===== config.mk =====
export PLATFORM = sky130hd
export DESIGN_NAME = line_rasterizer_flat
export DESIGN_NICKNAME = d
export VERILOG_FILES = /design/src/rtl/lr_pkg.sv /design/src/rtl/lr_cmd_if.sv /design/src/rtl/lr_pix_if.sv /design/src/rtl/lr_front.sv /design/src/rtl/lr_back.sv /design/src/rtl/lr_index.sv /design/src/rtl/line_rasterizer.sv /design/src/flat_wrapper.sv
export SDC_FILE = /design/constraint.sdc
export NUM_CORES = 1
export LEC_CHECK = 0
export BUFFER_PORTS_ARGS = -buffer_cell sky130_fd_sc_hd__buf_2
export CAP_MARGIN = 20
export CORE_AREA = 2 2 210 212
export CTS_CLUSTER_DIAMETER = 50
export CTS_CLUSTER_SIZE = 30
export DETAILED_ROUTE_END_ITERATION = 7
export DIE_AREA = 0 0 212 214
export PLACE_DENSITY_LB_ADDON = 0.15
export SLEW_MARGIN = 40
export SYNTH_ARGS = -nofsm -noshare
export SYNTH_HDL_FRONTEND = slang
export SYNTH_SLANG_ARGS = --single-unit

===== constraint.sdc =====
create_clock -name clk -period 6.5 [get_ports clk]
set_input_delay 0.65 -clock clk [delete_from_list [all_inputs] [get_ports clk]]
set_output_delay 0.65 -clock clk [all_outputs]
set_load 0.1 [all_outputs]

===== src/rtl/lr_pkg.sv =====
// ----------------------------------------------------------------------------
// lr_pkg: shared constants for the line rasterizer
// Field widths, command codes, register reset value and queue sizing.
// ----------------------------------------------------------------------------
package lr_pkg;

  // Default coordinate width (columns and rows)
  localparam int COORD_BITS_DEF = 10;

  // Fixed field widths
  localparam int COLOR_BITS     = 32;
  localparam int INDEX_BITS     = 20;
  localparam int ROW_WIDTH_BITS = 11;

  // Row width after reset
  localparam logic [ROW_WIDTH_BITS-1:0] ROW_WIDTH_RESET = 11'd320;

  // Command codes
  localparam logic CMD_LOAD = 1'b0;
  localparam logic CMD_STEP = 1'b1;

  // Decoded-request queue between front and back
  localparam int QUEUE_DEPTH = 2;
  localparam int QPTR_BITS   = $clog2(QUEUE_DEPTH);
  localparam int QCNT_BITS   = $clog2(QUEUE_DEPTH + 1);

endpackage


===== src/rtl/lr_cmd_if.sv =====
// ----------------------------------------------------------------------------
// lr_cmd_if: command channel
// Valid/ready channel that carries one load or step request.
// ----------------------------------------------------------------------------
interface lr_cmd_if #(
  parameter int COORD_BITS = lr_pkg::COORD_BITS_DEF
);
  logic                          valid;
  logic                          ready;
  logic                          command;
  logic [COORD_BITS-1:0]         start_x;
  logic [COORD_BITS-1:0]         start_y;
  logic [COORD_BITS-1:0]         finish_x;
  logic [COORD_BITS-1:0]         finish_y;
  logic [lr_pkg::COLOR_BITS-1:0] line_color;

  modport source (
    output valid, command, start_x, start_y, finish_x, finish_y, line_color,
    input  ready
  );

  modport sink (
    input  valid, command, start_x, start_y, finish_x, finish_y, line_color,
    output ready
  );
endinterface


===== src/rtl/lr_pix_if.sv =====
// ----------------------------------------------------------------------------
// lr_pix_if: pixel channel
// Valid/ready channel that carries one rasterized pixel.
// ----------------------------------------------------------------------------
interface lr_pix_if #(
  parameter int COORD_BITS = lr_pkg::COORD_BITS_DEF
);
  logic                          valid;
  logic                          ready;
  logic [COORD_BITS-1:0]         pixel_x;
  logic [COORD_BITS-1:0]         pixel_y;
  logic [lr_pkg::INDEX_BITS-1:0] pixel_index;
  logic [lr_pkg::COLOR_BITS-1:0] pixel_color;
  logic                          last;

  modport source (
    output valid, pixel_x, pixel_y, pixel_index, pixel_color, last,
    input  ready
  );

  modport sink (
    input  valid, pixel_x, pixel_y, pixel_index, pixel_color, last,
    output ready
  );
endinterface


===== src/rtl/lr_front.sv =====
// ----------------------------------------------------------------------------
// lr_front: request decode and queue
// Accepts requests, precomputes the line setup for loads and holds the
// decoded requests in a short queue for the stepping engine.
// ----------------------------------------------------------------------------
module lr_front #(
  parameter int COORD_BITS = lr_pkg::COORD_BITS_DEF
) (
  input  logic                          clk,
  input  logic                          rst,
  lr_cmd_if.sink                        cmd,
  output logic                          q_valid,
  input  logic                          q_ready,
  output logic                          q_is_load,
  output logic [COORD_BITS-1:0]         q_start_x,
  output logic [COORD_BITS-1:0]         q_start_y,
  output logic [COORD_BITS-1:0]         q_goal_x,
  output logic [COORD_BITS-1:0]         q_goal_y,
  output logic [lr_pkg::COLOR_BITS-1:0] q_color,
  output logic [COORD_BITS:0]           q_twice_dx,
  output logic [COORD_BITS:0]           q_twice_dy,
  output logic                          q_x_negative,
  output logic                          q_y_negative,
  output logic                          q_x_major,
  output logic signed [COORD_BITS+2:0]  q_error,
  output logic                          q_last
);

  localparam int EW = COORD_BITS + 3;

  typedef struct packed {
    logic                          is_load;
    logic [COORD_BITS-1:0]         start_x;
    logic [COORD_BITS-1:0]         start_y;
    logic [COORD_BITS-1:0]         goal_x;
    logic [COORD_BITS-1:0]         goal_y;
    logic [lr_pkg::COLOR_BITS-1:0] color;
    logic [COORD_BITS:0]           twice_dx;
    logic [COORD_BITS:0]           twice_dy;
    logic                          x_negative;
    logic                          y_negative;
    logic                          x_major;
    logic signed [EW-1:0]          error;
    logic                          last;
  } entry_t;

  entry_t                        dec;
  entry_t                        mem [lr_pkg::QUEUE_DEPTH];
  logic [lr_pkg::QPTR_BITS-1:0]  wr_ptr;
  logic [lr_pkg::QPTR_BITS-1:0]  rd_ptr;
  logic [lr_pkg::QCNT_BITS-1:0]  count;
  logic                          push;
  logic                          pop;
  logic signed [COORD_BITS:0]    dx;
  logic signed [COORD_BITS:0]    dy;
  logic [COORD_BITS:0]           dx_abs;
  logic [COORD_BITS:0]           dy_abs;

  // Decode the request: deltas, directions, major axis, initial error
  always_comb begin
    dx     = $signed({1'b0, cmd.finish_x}) - $signed({1'b0, cmd.start_x});
    dy     = $signed({1'b0, cmd.finish_y}) - $signed({1'b0, cmd.start_y});
    dx_abs = dx[COORD_BITS] ? (-dx) : dx;
    dy_abs = dy[COORD_BITS] ? (-dy) : dy;

    dec.is_load    = (cmd.command == lr_pkg::CMD_LOAD);
    dec.start_x    = cmd.start_x;
    dec.start_y    = cmd.start_y;
    dec.goal_x     = cmd.finish_x;
    dec.goal_y     = cmd.finish_y;
    dec.color      = cmd.line_color;
    dec.x_negative = dx[COORD_BITS];
    dec.y_negative = dy[COORD_BITS];
    dec.twice_dx   = {dx_abs[COORD_BITS-1:0], 1'b0};
    dec.twice_dy   = {dy_abs[COORD_BITS-1:0], 1'b0};
    dec.x_major    = dec.twice_dx > dec.twice_dy;
    if (dec.x_major) begin
      dec.error = $signed({2'b00, dec.twice_dy}) - $signed({2'b00, dx_abs});
      dec.last  = (cmd.start_x == cmd.finish_x);
    end else begin
      dec.error = $signed({2'b00, dec.twice_dx}) - $signed({2'b00, dy_abs});
      dec.last  = (cmd.start_y == cmd.finish_y);
    end
  end

  assign cmd.ready = (count != lr_pkg::QCNT_BITS'(lr_pkg::QUEUE_DEPTH));
  assign push      = cmd.valid && cmd.ready;
  assign q_valid   = (count != '0);
  assign pop       = q_valid && q_ready;

  // Store decoded requests
  always_ff @(posedge clk) begin
    if (push) begin
      mem[wr_ptr] <= dec;
    end
  end

  // Advance pointers and fill count
  always_ff @(posedge clk) begin
    if (rst) begin
      wr_ptr <= '0;
      rd_ptr <= '0;
      count  <= '0;
    end else begin
      if (push) begin
        wr_ptr <= (wr_ptr == lr_pkg::QPTR_BITS'(lr_pkg::QUEUE_DEPTH - 1)) ? '0 : wr_ptr + 1'b1;
      end
      if (pop) begin
        rd_ptr <= (rd_ptr == lr_pkg::QPTR_BITS'(lr_pkg::QUEUE_DEPTH - 1)) ? '0 : rd_ptr + 1'b1;
      end
      if (push && !pop) begin
        count <= count + 1'b1;
      end else if (pop && !push) begin
        count <= count - 1'b1;
      end
    end
  end

  // Present the queue head
  assign q_is_load    = mem[rd_ptr].is_load;
  assign q_start_x    = mem[rd_ptr].start_x;
  assign q_start_y    = mem[rd_ptr].start_y;
  assign q_goal_x     = mem[rd_ptr].goal_x;
  assign q_goal_y     = mem[rd_ptr].goal_y;
  assign q_color      = mem[rd_ptr].color;
  assign q_twice_dx   = mem[rd_ptr].twice_dx;
  assign q_twice_dy   = mem[rd_ptr].twice_dy;
  assign q_x_negative = mem[rd_ptr].x_negative;
  assign q_y_negative = mem[rd_ptr].y_negative;
  assign q_x_major    = mem[rd_ptr].x_major;
  assign q_error      = mem[rd_ptr].error;
  assign q_last       = mem[rd_ptr].last;

endmodule


===== src/rtl/lr_back.sv =====
// ----------------------------------------------------------------------------
// lr_back: Bresenham stepping engine
// Holds the line state, carries out load and step requests and registers
// one pixel (coordinates, color, last flag) per request that produces one.
// ----------------------------------------------------------------------------
module lr_back #(
  parameter int COORD_BITS = lr_pkg::COORD_BITS_DEF
) (
  input  logic                          clk,
  input  logic                          rst,
  input  logic                          q_valid,
  output logic                          q_ready,
  input  logic                          q_is_load,
  input  logic [COORD_BITS-1:0]         q_start_x,
  input  logic [COORD_BITS-1:0]         q_start_y,
  input  logic [COORD_BITS-1:0]         q_goal_x,
  input  logic [COORD_BITS-1:0]         q_goal_y,
  input  logic [lr_pkg::COLOR_BITS-1:0] q_color,
  input  logic [COORD_BITS:0]           q_twice_dx,
  input  logic [COORD_BITS:0]           q_twice_dy,
  input  logic                          q_x_negative,
  input  logic                          q_y_negative,
  input  logic                          q_x_major,
  input  logic signed [COORD_BITS+2:0]  q_error,
  input  logic                          q_last,
  output logic                          p_valid,
  input  logic                          p_ready,
  output logic [COORD_BITS-1:0]         p_x,
  output logic [COORD_BITS-1:0]         p_y,
  output logic [lr_pkg::COLOR_BITS-1:0] p_color,
  output logic                          p_last
);

  localparam int EW = COORD_BITS + 3;

  // Line state
  logic [COORD_BITS-1:0]         cur_x;
  logic [COORD_BITS-1:0]         cur_y;
  logic [COORD_BITS-1:0]         goal_x;
  logic [COORD_BITS-1:0]         goal_y;
  logic [COORD_BITS:0]           twice_dx;
  logic [COORD_BITS:0]           twice_dy;
  logic                          x_negative;
  logic                          y_negative;
  logic                          x_major;
  logic signed [EW-1:0]          error_term;
  logic                          busy;
  logic [lr_pkg::COLOR_BITS-1:0] held_color;

  logic                          can_emit;
  logic                          emits;
  logic                          fire;
  logic                          minor_move;
  logic [COORD_BITS-1:0]         cur_x_next;
  logic [COORD_BITS-1:0]         cur_y_next;
  logic signed [EW-1:0]          error_next;
  logic                          step_last;

  // Hold the request when the pixel register is full and cannot drain
  assign can_emit = !p_valid || p_ready;
  assign emits    = q_is_load || busy;
  assign q_ready  = emits ? can_emit : 1'b1;
  assign fire     = q_valid && q_ready;

  // One Bresenham step along the major axis
  always_comb begin
    minor_move = !error_term[EW-1];
    cur_x_next = cur_x;
    cur_y_next = cur_y;
    error_next = error_term;
    if (x_major) begin
      if (minor_move) begin
        cur_y_next = y_negative ? cur_y - 1'b1 : cur_y + 1'b1;
        error_next = error_term - $signed({2'b00, twice_dx});
      end
      cur_x_next = x_negative ? cur_x - 1'b1 : cur_x + 1'b1;
      error_next = error_next + $signed({2'b00, twice_dy});
      step_last  = (cur_x_next == goal_x);
    end else begin
      if (minor_move) begin
        cur_x_next = x_negative ? cur_x - 1'b1 : cur_x + 1'b1;
        error_next = error_term - $signed({2'b00, twice_dy});
      end
      cur_y_next = y_negative ? cur_y - 1'b1 : cur_y + 1'b1;
      error_next = error_next + $signed({2'b00, twice_dx});
      step_last  = (cur_y_next == goal_y);
    end
  end

  // Control state: busy flag and pixel register valid
  always_ff @(posedge clk) begin
    if (rst) begin
      busy    <= 1'b0;
      p_valid <= 1'b0;
    end else begin
      if (fire && q_is_load) begin
        busy <= !q_last;
      end else if (fire && busy) begin
        busy <= !step_last;
      end
      if (fire && emits) begin
        p_valid <= 1'b1;
      end else if (p_ready) begin
        p_valid <= 1'b0;
      end
    end
  end

  // Line state and pixel payload
  always_ff @(posedge clk) begin
    if (rst) begin
      cur_x      <= '0;
      cur_y      <= '0;
      goal_x     <= '0;
      goal_y     <= '0;
      twice_dx   <= '0;
      twice_dy   <= '0;
      x_negative <= 1'b0;
      y_negative <= 1'b0;
      x_major    <= 1'b0;
      error_term <= '0;
      held_color <= '0;
    end else if (fire && q_is_load) begin
      cur_x      <= q_start_x;
      cur_y      <= q_start_y;
      goal_x     <= q_goal_x;
      goal_y     <= q_goal_y;
      twice_dx   <= q_twice_dx;
      twice_dy   <= q_twice_dy;
      x_negative <= q_x_negative;
      y_negative <= q_y_negative;
      x_major    <= q_x_major;
      error_term <= q_error;
      held_color <= q_color;
    end else if (fire && busy) begin
      cur_x      <= cur_x_next;
      cur_y      <= cur_y_next;
      error_term <= error_next;
    end
  end

  always_ff @(posedge clk) begin
    if (fire && q_is_load) begin
      p_x     <= q_start_x;
      p_y     <= q_start_y;
      p_color <= q_color;
      p_last  <= q_last;
    end else if (fire && busy) begin
      p_x     <= cur_x_next;
      p_y     <= cur_y_next;
      p_color <= held_color;
      p_last  <= step_last;
    end
  end

endmodule


===== src/rtl/lr_index.sv =====
// ----------------------------------------------------------------------------
// lr_index: framebuffer index stage
// Holds the row width register, forms y * row_width + x for each pixel and
// registers the finished pixel toward the output channel.
// ----------------------------------------------------------------------------
module lr_index #(
  parameter int COORD_BITS = lr_pkg::COORD_BITS_DEF
) (
  input  logic                              clk,
  input  logic                              rst,
  input  logic                              cfg_we,
  input  logic [lr_pkg::ROW_WIDTH_BITS-1:0] cfg_wdata,
  input  logic                              p_valid,
  output logic                              p_ready,
  input  logic [COORD_BITS-1:0]             p_x,
  input  logic [COORD_BITS-1:0]             p_y,
  input  logic [lr_pkg::COLOR_BITS-1:0]     p_color,
  input  logic                              p_last,
  lr_pix_if.source                          pix
);

  localparam int SUM_BITS = COORD_BITS + lr_pkg::ROW_WIDTH_BITS + 1;
  localparam int MW = (SUM_BITS > lr_pkg::INDEX_BITS) ? SUM_BITS : lr_pkg::INDEX_BITS;

  logic [lr_pkg::ROW_WIDTH_BITS-1:0] row_width;
  logic [MW-1:0]                     sum;
  logic                              out_valid;
  logic [COORD_BITS-1:0]             out_x;
  logic [COORD_BITS-1:0]             out_y;
  logic [lr_pkg::INDEX_BITS-1:0]     out_index;
  logic [lr_pkg::COLOR_BITS-1:0]     out_color;
  logic                              out_last;

  // Row width register
  always_ff @(posedge clk) begin
    if (rst) begin
      row_width <= lr_pkg::ROW_WIDTH_RESET;
    end else if (cfg_we) begin
      row_width <= cfg_wdata;
    end
  end

  // Linear index, wrapped to the index width
  assign sum = MW'(p_y) * MW'(row_width) + MW'(p_x);

  assign p_ready = !out_valid || pix.ready;

  // Output register valid
  always_ff @(posedge clk) begin
    if (rst) begin
      out_valid <= 1'b0;
    end else if (p_ready) begin
      out_valid <= p_valid;
    end
  end

  // Output register payload
  always_ff @(posedge clk) begin
    if (p_ready && p_valid) begin
      out_x     <= p_x;
      out_y     <= p_y;
      out_index <= sum[lr_pkg::INDEX_BITS-1:0];
      out_color <= p_color;
      out_last  <= p_last;
    end
  end

  assign pix.valid       = out_valid;
  assign pix.pixel_x     = out_x;
  assign pix.pixel_y     = out_y;
  assign pix.pixel_index = out_index;
  assign pix.pixel_color = out_color;
  assign pix.last        = out_last;

endmodule


===== src/rtl/line_rasterizer.sv =====
// Path: a request accepted into the queue passes through the stepping engine
// register and the index register before its pixel shows on the pixel channel.
// Throughput: one request per cycle, one pixel per cycle while pix.ready holds,
// set by the single Bresenham step and the one index multiplier in the output stage.
// Reset (rst, synchronous): queue empty, line idle, row width 320.
// ----------------------------------------------------------------------------
// line_rasterizer: Bresenham line rasterizer
// Load requests set up a line and emit its start pixel, step requests emit
// the following pixels with their framebuffer index while a line is in progress.
// ----------------------------------------------------------------------------
module line_rasterizer #(
  parameter int COORD_BITS = lr_pkg::COORD_BITS_DEF
) (
  input  logic                              clk,
  input  logic                              rst,
  input  logic                              cfg_we,
  input  logic [lr_pkg::ROW_WIDTH_BITS-1:0] cfg_wdata,
  lr_cmd_if.sink                            cmd,
  lr_pix_if.source                          pix
);

  logic                          q_valid;
  logic                          q_ready;
  logic                          q_is_load;
  logic [COORD_BITS-1:0]         q_start_x;
  logic [COORD_BITS-1:0]         q_start_y;
  logic [COORD_BITS-1:0]         q_goal_x;
  logic [COORD_BITS-1:0]         q_goal_y;
  logic [lr_pkg::COLOR_BITS-1:0] q_color;
  logic [COORD_BITS:0]           q_twice_dx;
  logic [COORD_BITS:0]           q_twice_dy;
  logic                          q_x_negative;
  logic                          q_y_negative;
  logic                          q_x_major;
  logic signed [COORD_BITS+2:0]  q_error;
  logic                          q_last;

  logic                          p_valid;
  logic                          p_ready;
  logic [COORD_BITS-1:0]         p_x;
  logic [COORD_BITS-1:0]         p_y;
  logic [lr_pkg::COLOR_BITS-1:0] p_color;
  logic                          p_last;

  // Decode and queue requests
  lr_front #(.COORD_BITS(COORD_BITS)) u_front (
    .clk          (clk),
    .rst          (rst),
    .cmd          (cmd),
    .q_valid      (q_valid),
    .q_ready      (q_ready),
    .q_is_load    (q_is_load),
    .q_start_x    (q_start_x),
    .q_start_y    (q_start_y),
    .q_goal_x     (q_goal_x),
    .q_goal_y     (q_goal_y),
    .q_color      (q_color),
    .q_twice_dx   (q_twice_dx),
    .q_twice_dy   (q_twice_dy),
    .q_x_negative (q_x_negative),
    .q_y_negative (q_y_negative),
    .q_x_major    (q_x_major),
    .q_error      (q_error),
    .q_last       (q_last)
  );

  // Step along the line
  lr_back #(.COORD_BITS(COORD_BITS)) u_back (
    .clk          (clk),
    .rst          (rst),
    .q_valid      (q_valid),
    .q_ready      (q_ready),
    .q_is_load    (q_is_load),
    .q_start_x    (q_start_x),
    .q_start_y    (q_start_y),
    .q_goal_x     (q_goal_x),
    .q_goal_y     (q_goal_y),
    .q_color      (q_color),
    .q_twice_dx   (q_twice_dx),
    .q_twice_dy   (q_twice_dy),
    .q_x_negative (q_x_negative),
    .q_y_negative (q_y_negative),
    .q_x_major    (q_x_major),
    .q_error      (q_error),
    .q_last       (q_last),
    .p_valid      (p_valid),
    .p_ready      (p_ready),
    .p_x          (p_x),
    .p_y          (p_y),
    .p_color      (p_color),
    .p_last       (p_last)
  );

  // Form the framebuffer index and drive the pixel channel
  lr_index #(.COORD_BITS(COORD_BITS)) u_index (
    .clk       (clk),
    .rst       (rst),
    .cfg_we    (cfg_we),
    .cfg_wdata (cfg_wdata),
    .p_valid   (p_valid),
    .p_ready   (p_ready),
    .p_x       (p_x),
    .p_y       (p_y),
    .p_color   (p_color),
    .p_last    (p_last),
    .pix       (pix)
  );

endmodule

===== src/flat_wrapper.sv =====
// flat-port wrapper written by rule: the top's interface ports become plain ports
module line_rasterizer_flat 
#(
  parameter int COORD_BITS = lr_pkg::COORD_BITS_DEF
)
  (clk, rst, cfg_we, cfg_wdata, cmd_valid, cmd_command, cmd_start_x, cmd_start_y, cmd_finish_x, cmd_finish_y, cmd_line_color, cmd_ready, pix_valid, pix_pixel_x, pix_pixel_y, pix_pixel_index, pix_pixel_color, pix_last, pix_ready);
  lr_cmd_if #(.COORD_BITS(COORD_BITS)) cmd_i ();
  lr_pix_if #(.COORD_BITS(COORD_BITS)) pix_i ();
  input  logic clk;
  input  logic rst;
  input  logic cfg_we;
  input  logic [lr_pkg::ROW_WIDTH_BITS-1:0] cfg_wdata;
  input wire logic [$bits(cmd_i.valid)-1:0] cmd_valid;
  input wire logic [$bits(cmd_i.command)-1:0] cmd_command;
  input wire logic [$bits(cmd_i.start_x)-1:0] cmd_start_x;
  input wire logic [$bits(cmd_i.start_y)-1:0] cmd_start_y;
  input wire logic [$bits(cmd_i.finish_x)-1:0] cmd_finish_x;
  input wire logic [$bits(cmd_i.finish_y)-1:0] cmd_finish_y;
  input wire logic [$bits(cmd_i.line_color)-1:0] cmd_line_color;
  output wire logic [$bits(cmd_i.ready)-1:0] cmd_ready;
  output wire logic [$bits(pix_i.valid)-1:0] pix_valid;
  output wire logic [$bits(pix_i.pixel_x)-1:0] pix_pixel_x;
  output wire logic [$bits(pix_i.pixel_y)-1:0] pix_pixel_y;
  output wire logic [$bits(pix_i.pixel_index)-1:0] pix_pixel_index;
  output wire logic [$bits(pix_i.pixel_color)-1:0] pix_pixel_color;
  output wire logic [$bits(pix_i.last)-1:0] pix_last;
  input wire logic [$bits(pix_i.ready)-1:0] pix_ready;
  assign cmd_i.valid = cmd_valid;
  assign cmd_i.command = cmd_command;
  assign cmd_i.start_x = cmd_start_x;
  assign cmd_i.start_y = cmd_start_y;
  assign cmd_i.finish_x = cmd_finish_x;
  assign cmd_i.finish_y = cmd_finish_y;
  assign cmd_i.line_color = cmd_line_color;
  assign cmd_ready = cmd_i.ready;
  assign pix_valid = pix_i.valid;
  assign pix_pixel_x = pix_i.pixel_x;
  assign pix_pixel_y = pix_i.pixel_y;
  assign pix_pixel_index = pix_i.pixel_index;
  assign pix_pixel_color = pix_i.pixel_color;
  assign pix_last = pix_i.last;
  assign pix_i.ready = pix_ready;
  line_rasterizer #(.COORD_BITS(COORD_BITS)) u_core (.clk(clk), .rst(rst), .cfg_we(cfg_we), .cfg_wdata(cfg_wdata), .cmd(cmd_i), .pix(pix_i));
endmodule

* After elaboration in Yosys (flattened, before gate mapping)
Memory sizes are Yosys's and may differ from the RTL's. A register that Yosys moved wholly into a read port is not among the register bits. Cells that the tools add are included. Widths: inputs -> output; s select.
Cells by class: reduce and logical (&&, ||, !) cells 21, bitwise logic cells 1, equal/unequal tests 5, magnitude comparators 1, mux-type cells 38, add/sub/neg operators 19, multiply operators 1
Operator list (count):
- $mux 10 | 10
- $mux 13 | 7
- $mux 32 | 2
- $eq 10x10->1 | 4
- $add 13x12->13 | 2
- $sub 13x12->13 | 2
- $sub 11x11->12 | 2
- $mux 11 | 2
- $neg 11->11 | 2
- $sub 10x10->11 | 2
- $add 10x1->10 const B | 2
- $add 20x10->20 | 1
- $mul 10x11->20 | 1
- $sub 10x1->10 const B | 2
- $mux 1 | 14
- $mux 14 | 1
- $gt 11x11->1 | 1
- $logic_and 1x1->1 | 8
- $reduce_bool 2->1 | 4
- $logic_not 1->1 | 6
- $mux 2 | 2
- $logic_or 1x1->1 | 3
- $add 1x1->1 const B | 2
- $add 2x1->2 const B | 1
- 3 further kinds | 3
Word-level totals: word-level logic and storage cells 114, output and inout port bits 75, bits in writable memories 220, input port bits 89, flip-flop bits (word level) 254, memories kept 1
Memories:
- u_core.u_front.mem | depth 2, width 110, rd ports 1, clocked after memory_dff 1, wr ports 1, RTL line lr_front.sv:48 | entry_t mem [lr_pkg::QUEUE_DEPTH];

* Longest topological paths before layout
word-level depth 8, gate-level depth with buffers 23, depth with buffers taken out 22

* Modules after synthesis
From an unflattened synthesis, not the netlist that was laid out.
Second synthesis, totals: cell total of the unflattened synthesis 2515, area, all modules 27153.5 sq um
Modules (own cells, without submodules):
- lr_front | area an instance 10857.9 sq um, sequential area each 6646.4 sq um, instances 1, cells each 754
- lr_back | area an instance 9655.5 sq um, sequential area each 3833.7 sq um, instances 1, cells each 1156
- lr_index | area an instance 6640.1 sq um, sequential area each 2432.3 sq um, instances 1, cells each 605

* Worst setup path before layout
No wires, ideal clock.
kind register -> register, start point register u_core.u_front.count[0] (netlist bit), end point memory u_core.u_front.mem[0][0] (netlist bit) (enable), path buffers 0, clock period less this slack 6547 ps, required time 5924 ps, arrival time 5971 ps, stages on the path, launching flop included 4, setup slack -47 ps, library setup time 576 ps, cells stage by stage dfxtp_1 -> nand2b_1 -> nand2_1 -> nor2_1
On the way: longest elaborated chain between the ends 4
Ends and longest elaborated chain:
- start: declaration | RTL line lr_front.sv:51 | logic [lr_pkg::QCNT_BITS-1:0] count;
- start signal: assignment | RTL line lr_front.sv:112 | count <= count + 1'b1;
- start signal: assignment | RTL line lr_front.sv:114 | count <= count - 1'b1;
- $ne 2x2->1 | RTL line lr_front.sv:86 | assign cmd.ready = (count != lr_pkg::QCNT_BITS'(lr_pkg::QUEUE_DEPTH));
- via cmd_ready | RTL line flat_wrapper.sv:20 | output wire logic [$bits(cmd_i.ready)-1:0] cmd_ready;
- $logic_and 1x1->1 | RTL line lr_front.sv:87 | assign push = cmd.valid && cmd.ready;
- $mux 1 | RTL line lr_front.sv:93 | if (push) begin
- $mux 1 (not written as such) | RTL line lr_front.sv:94 | mem[wr_ptr] <= dec;
- end: declaration | RTL line lr_front.sv:48
The timed path passes the listed nets, and every way through them passes these cells.

* Worst setup path after layout
start point register u_core.u_back.p_y[1], end point register u_core.u_index.out_index (netlist bit u_core.u_index.pix.pixel_index[19]), data pin
On the way: longest elaborated chain between the ends 2
Ends and longest elaborated chain:
- start: declaration | RTL line lr_back.sv:29 | output logic [COORD_BITS-1:0] p_y,
- start signal: assignment | RTL line lr_back.sv:145 | p_y <= q_start_y;
- start signal: assignment | RTL line lr_back.sv:150 | p_y <= cur_y_next;
- $mul 10x11->20 | RTL line lr_index.sv:44 | assign sum = MW'(p_y) * MW'(row_width) + MW'(p_x);
- $add 20x10->20 | RTL line lr_index.sv:44
- via u_core.u_index.sum[19] | RTL line lr_index.sv:26 | logic [MW-1:0] sum;
- end signal: assignment | RTL line lr_index.sv:62 | out_index <= sum[lr_pkg::INDEX_BITS-1:0];
- end: declaration | RTL line lr_index.sv:30 | logic [lr_pkg::INDEX_BITS-1:0] out_index;
The timed path passes the listed nets, and every way through them passes these cells. A chain may end at the register's enable or synchronous reset.

==> impl_summary.md <==
Outcome
The run finished with clean final reports.

Timing
The aggregate negative setup slack is 0 ns. The achievable frequency is about 0.17 GHz. The worst pin sits at a relative slew slack of 0.468. The final setup skew is 0.0246 ns. The final-report hold violation count is 0. The final critical path time including I/O delays and setup is 5.72 ns. The pin slew with the least headroom to its limit is around 0.80 ns. The number of pins with negative max-slew slack in the final report is 0. Setup repair after global routing left no endpoint under its margin. The number of failing setup endpoints in the final timing report is 0.

The final period utilization is 0.880.

Run
The tool flagged a number of max-cap violations equal to 0.

Synth
In the synthesized netlist the async set-or-reset flop fraction comes to 0. The sequential fraction of the synthesis area is 0.491. The count of synthesis-stage warnings from yosys is 0.

The net count after synthesis is 2678. In the synthesized netlist, the cells that appear most often are sky130_fd_sc_hd__edfxtp_1 (342), sky130_fd_sc_hd__nand2_1 (204), sky130_fd_sc_hd__inv_1 (180), sky130_fd_sc_hd__ha_1 (166), sky130_fd_sc_hd__nor2_1 (165). For this run, the leading register cell type out of synthesis is sky130_fd_sc_hd__edfxtp_1. By area the synthesized netlist is led by sky130_fd_sc_hd__edfxtp_1 (39%), sky130_fd_sc_hd__dfxtp_1 (9.7%), sky130_fd_sc_hd__ha_1 (8.0%), sky130_fd_sc_hd__fa_1 (6.8%), sky130_fd_sc_hd__mux2i_1 (4.3%).

The post-synthesis instance total is 2334. The mean instance size in the synthesized netlist is 11.2 um^2. The number of synthesized flops with an enable pin is 342. The area of the mapped netlist is 26000 um^2. Of the post-synthesis cell area, the dominant cell type holds 0.394. The synthesized design spends more area on one cell type than any other, namely sky130_fd_sc_hd__edfxtp_1. The most common cell in the netlist is sky130_fd_sc_hd__edfxtp_1.

Yosys mapped the design onto 73 distinct sky130hd cell types. The synthesized design contains 468 register bits.

Global route
The global-route wire length before repair is 93.3 mm. The initial antenna violation count is 3. The via count of the first global-routing pass is 17600.

The global-route track usage on met2 is 0.445. After global routing, the most crowded layer is met2. The global routing met3 resource utilization is 0.0331. Entering global routing, the biggest net connects 99 pins.

In the global route stage, overall resource usage came out at 0.263. In the global route stage, met1 resource usage came out at 0.351. The final global-route overflow total is 0.

Die
The area of the placeable core is 42900 um^2. The number of placed I/O pins is 164. The die boundary height is 214 um. The number of placement rows is 76.

The starting utilization of the core area is 0.607. From left edge to right edge, the die measures 212 um. The floorplan step defined a die boundary enclosing 45400 um^2.

CTS
The post-cts resize count is 0. The post-CTS setup buffer count is 0. After clock tree synthesis, the clock-pin slew on the worst setup and hold paths is 0.07 ns. The cell at the root of the clock tree is sky130_fd_sc_hd__clkbuf_16.

The tree built by TritonCTS fans out to 468 sinks. TritonCTS built the clock tree. At the later pin of the worst-skew pair, clock insertion delay measures 0.59 ns. The H-tree generated during clock tree synthesis spans 2 levels.

The maximum buffer depth of the clock tree is 3. The number of hold buffers added after cts is 0. In this run, CTS created clock tree buffers numbering 43.

Layout
The fraction of final layout cells with drive strength greater than 1 is 0.112. The combined area of the multi-input logic cells is 12200 um^2. The antenna diode count is 0. The final layout net count is about 2800. Summing all flip-flop and latch instances after layout gives 12800 um^2. The area growth from synthesis to layout is 11.1%.

The filler cell count in the final layout is 3203.

Placement
The routability congestion estimate from global placement is 0.942. The number of buffer cells added on primary ports is 163. The HPWL after detailed placement is 43.0 mm.

Routing
The total wirelength of the detailed-routed design is ~60 mm. The ratio of routed vias to standard cells is 5.74. The total iterations of the first detailed-routing run is 5. After detailed routing, the average wire length per cell comes to about 19 um. In this run the remaining antenna-violating nets after routing total 0. The detailed router placed 17700 vias in this run.

The residual DRC count is 0. After the first detailed-routing iteration, the DRC count stood at 1308.

Worst setup path
The stage delay of the slowest cell on the critical path is ~0.56 ns. The setup path with the least slack is of type register to register. The maximum fanout along the worst path is 12. The arrival time reported for the critical path endpoint is 6.04 ns. For the worst setup path, the data required time is between 6 and 7 ns.

The kind of cell with the highest combined delay along the critical path is adder cells. The type of destination of the critical path is a register. Together, buffers and inverters on the worst path number 5. The standard cell with the maximum stage delay on the critical path is sky130_fd_sc_hd__fa_1.

The kind of start point of the critical path is a register. The critical path goes through nand2_1 -> fa_1 -> inv_1 -> fa_1 -> inv_1 -> fa_1 -> inv_1 -> fa_1 -> inv_1 -> fa_1 -> inv_1 -> ha_1 -> a211oi_1 -> o211ai_1 -> a31oi_1 -> nor3_1 -> nor3_1 -> o41ai_1 -> a21oi_1 -> xnor2_1.

Worst hold path
The worst hold-check path type is input port to register.
==> worst paths after layout <==
check,cells past startpoint,to,slack [ns],from
setup / recovery,20,u_core.u_index.pix.pixel_index[19],0.78,u_core.u_back.p_y[1]
hold / removal,1,u_core.u_front.mem[0][45],0.26,cmd_line_color[8]
setup reg to reg,20,u_core.u_index.pix.pixel_index[19],0.78,u_core.u_back.p_y[1]
hold reg to reg,0,u_core.u_index.pix.pixel_color[13],0.42,u_core.u_back.p_color[13]
==> sequential cells by signal, indices dropped and copies added (netlist names), 11 cells and up, named ones only <==
register	cells
u_core.u_index.pix.pixel_index	20
u_core.u_index.row_width	11
u_core.u_front.mem	216
u_core.u_back.error_term	12
u_core.u_back.held_color	32
u_core.u_back.p_color	32
u_core.u_index.pix.pixel_color	32
==> per-stage QoR <==
stage / area [um^2] / util / std cells / setup WS (ns) / hold WS (ns)
2_1_floorplan: 26000 / - / 2334 / 1.27 / 0.400
3_3_place_gp: 27400 / 0.638 / 2999 / 0.999 / 0.403
3_5_place_dp: 27400 / 0.639 / 3000 / 0.796 / 0.405
4_1_cts: 28900 / 0.674 / 3079 / 0.846 / 0.232
5_1_grt: 28900 / 0.674 / 3079 / 0.369 / 0.238
6_report: 28900 / 0.674 / 3079 / 0.780 / 0.262
==> cell usage in the layout, fill, tap and decap left out, types with 79 or more instances in the layout <==
master	n
sky130_fd_sc_hd__nand2_1	204
sky130_fd_sc_hd__mux2i_1	113
sky130_fd_sc_hd__nor2_1	164
sky130_fd_sc_hd__a211oi_1	79
sky130_fd_sc_hd__fa_1	89
sky130_fd_sc_hd__ha_1	166
sky130_fd_sc_hd__edfxtp_1	342
sky130_fd_sc_hd__a21oi_1	106
sky130_fd_sc_hd__and2_1	92
sky130_fd_sc_hd__dfxtp_1	125
sky130_fd_sc_hd__buf_2	162
sky130_fd_sc_hd__inv_1	179
sky130_fd_sc_hd__xnor2_1	80
sky130_fd_sc_hd__o21ai_0	83
==> area by class of cell <==
type,instances,share of cell area
sequential,468,0.442
clock inverter,28,0.0119
clock buffer,51,0.0404
tap,585,0.0253
multi-input combinational,1586,0.422
inverter,181,0.0235
timing repair buffer,180,0.0343
==> routing by layer <==
| metal | part of all wire | vias to the layer above |
|---|---|---|
| met1 | 0.43 | 8543 |
| met2 | 0.49 | 515 |
| met4 | 0.031 | 0 |
| met3 | 0.050 | 106 |
| li1 | - | 8511 |
| met5 | 0 | - |
==> kinds of logic (layout without fill, tap and decap cells) <==
family	Yosys count	in the layout	share of synthesized area
AND/OR/NAND/NOR	627	627	0.113
flip-flops	468	468	0.491
AO/OA/AOI/OAI	436	436	0.108
buffers and inverters	280	440	0.0413
adder cells (fa/ha/maj)	255	255	0.148
XOR/XNOR	151	151	0.0525
multiplexers	117	117	0.0452
Power is not shown: default switching activity piles up to over one toggle a cycle in this logic, so the estimate is an artifact.
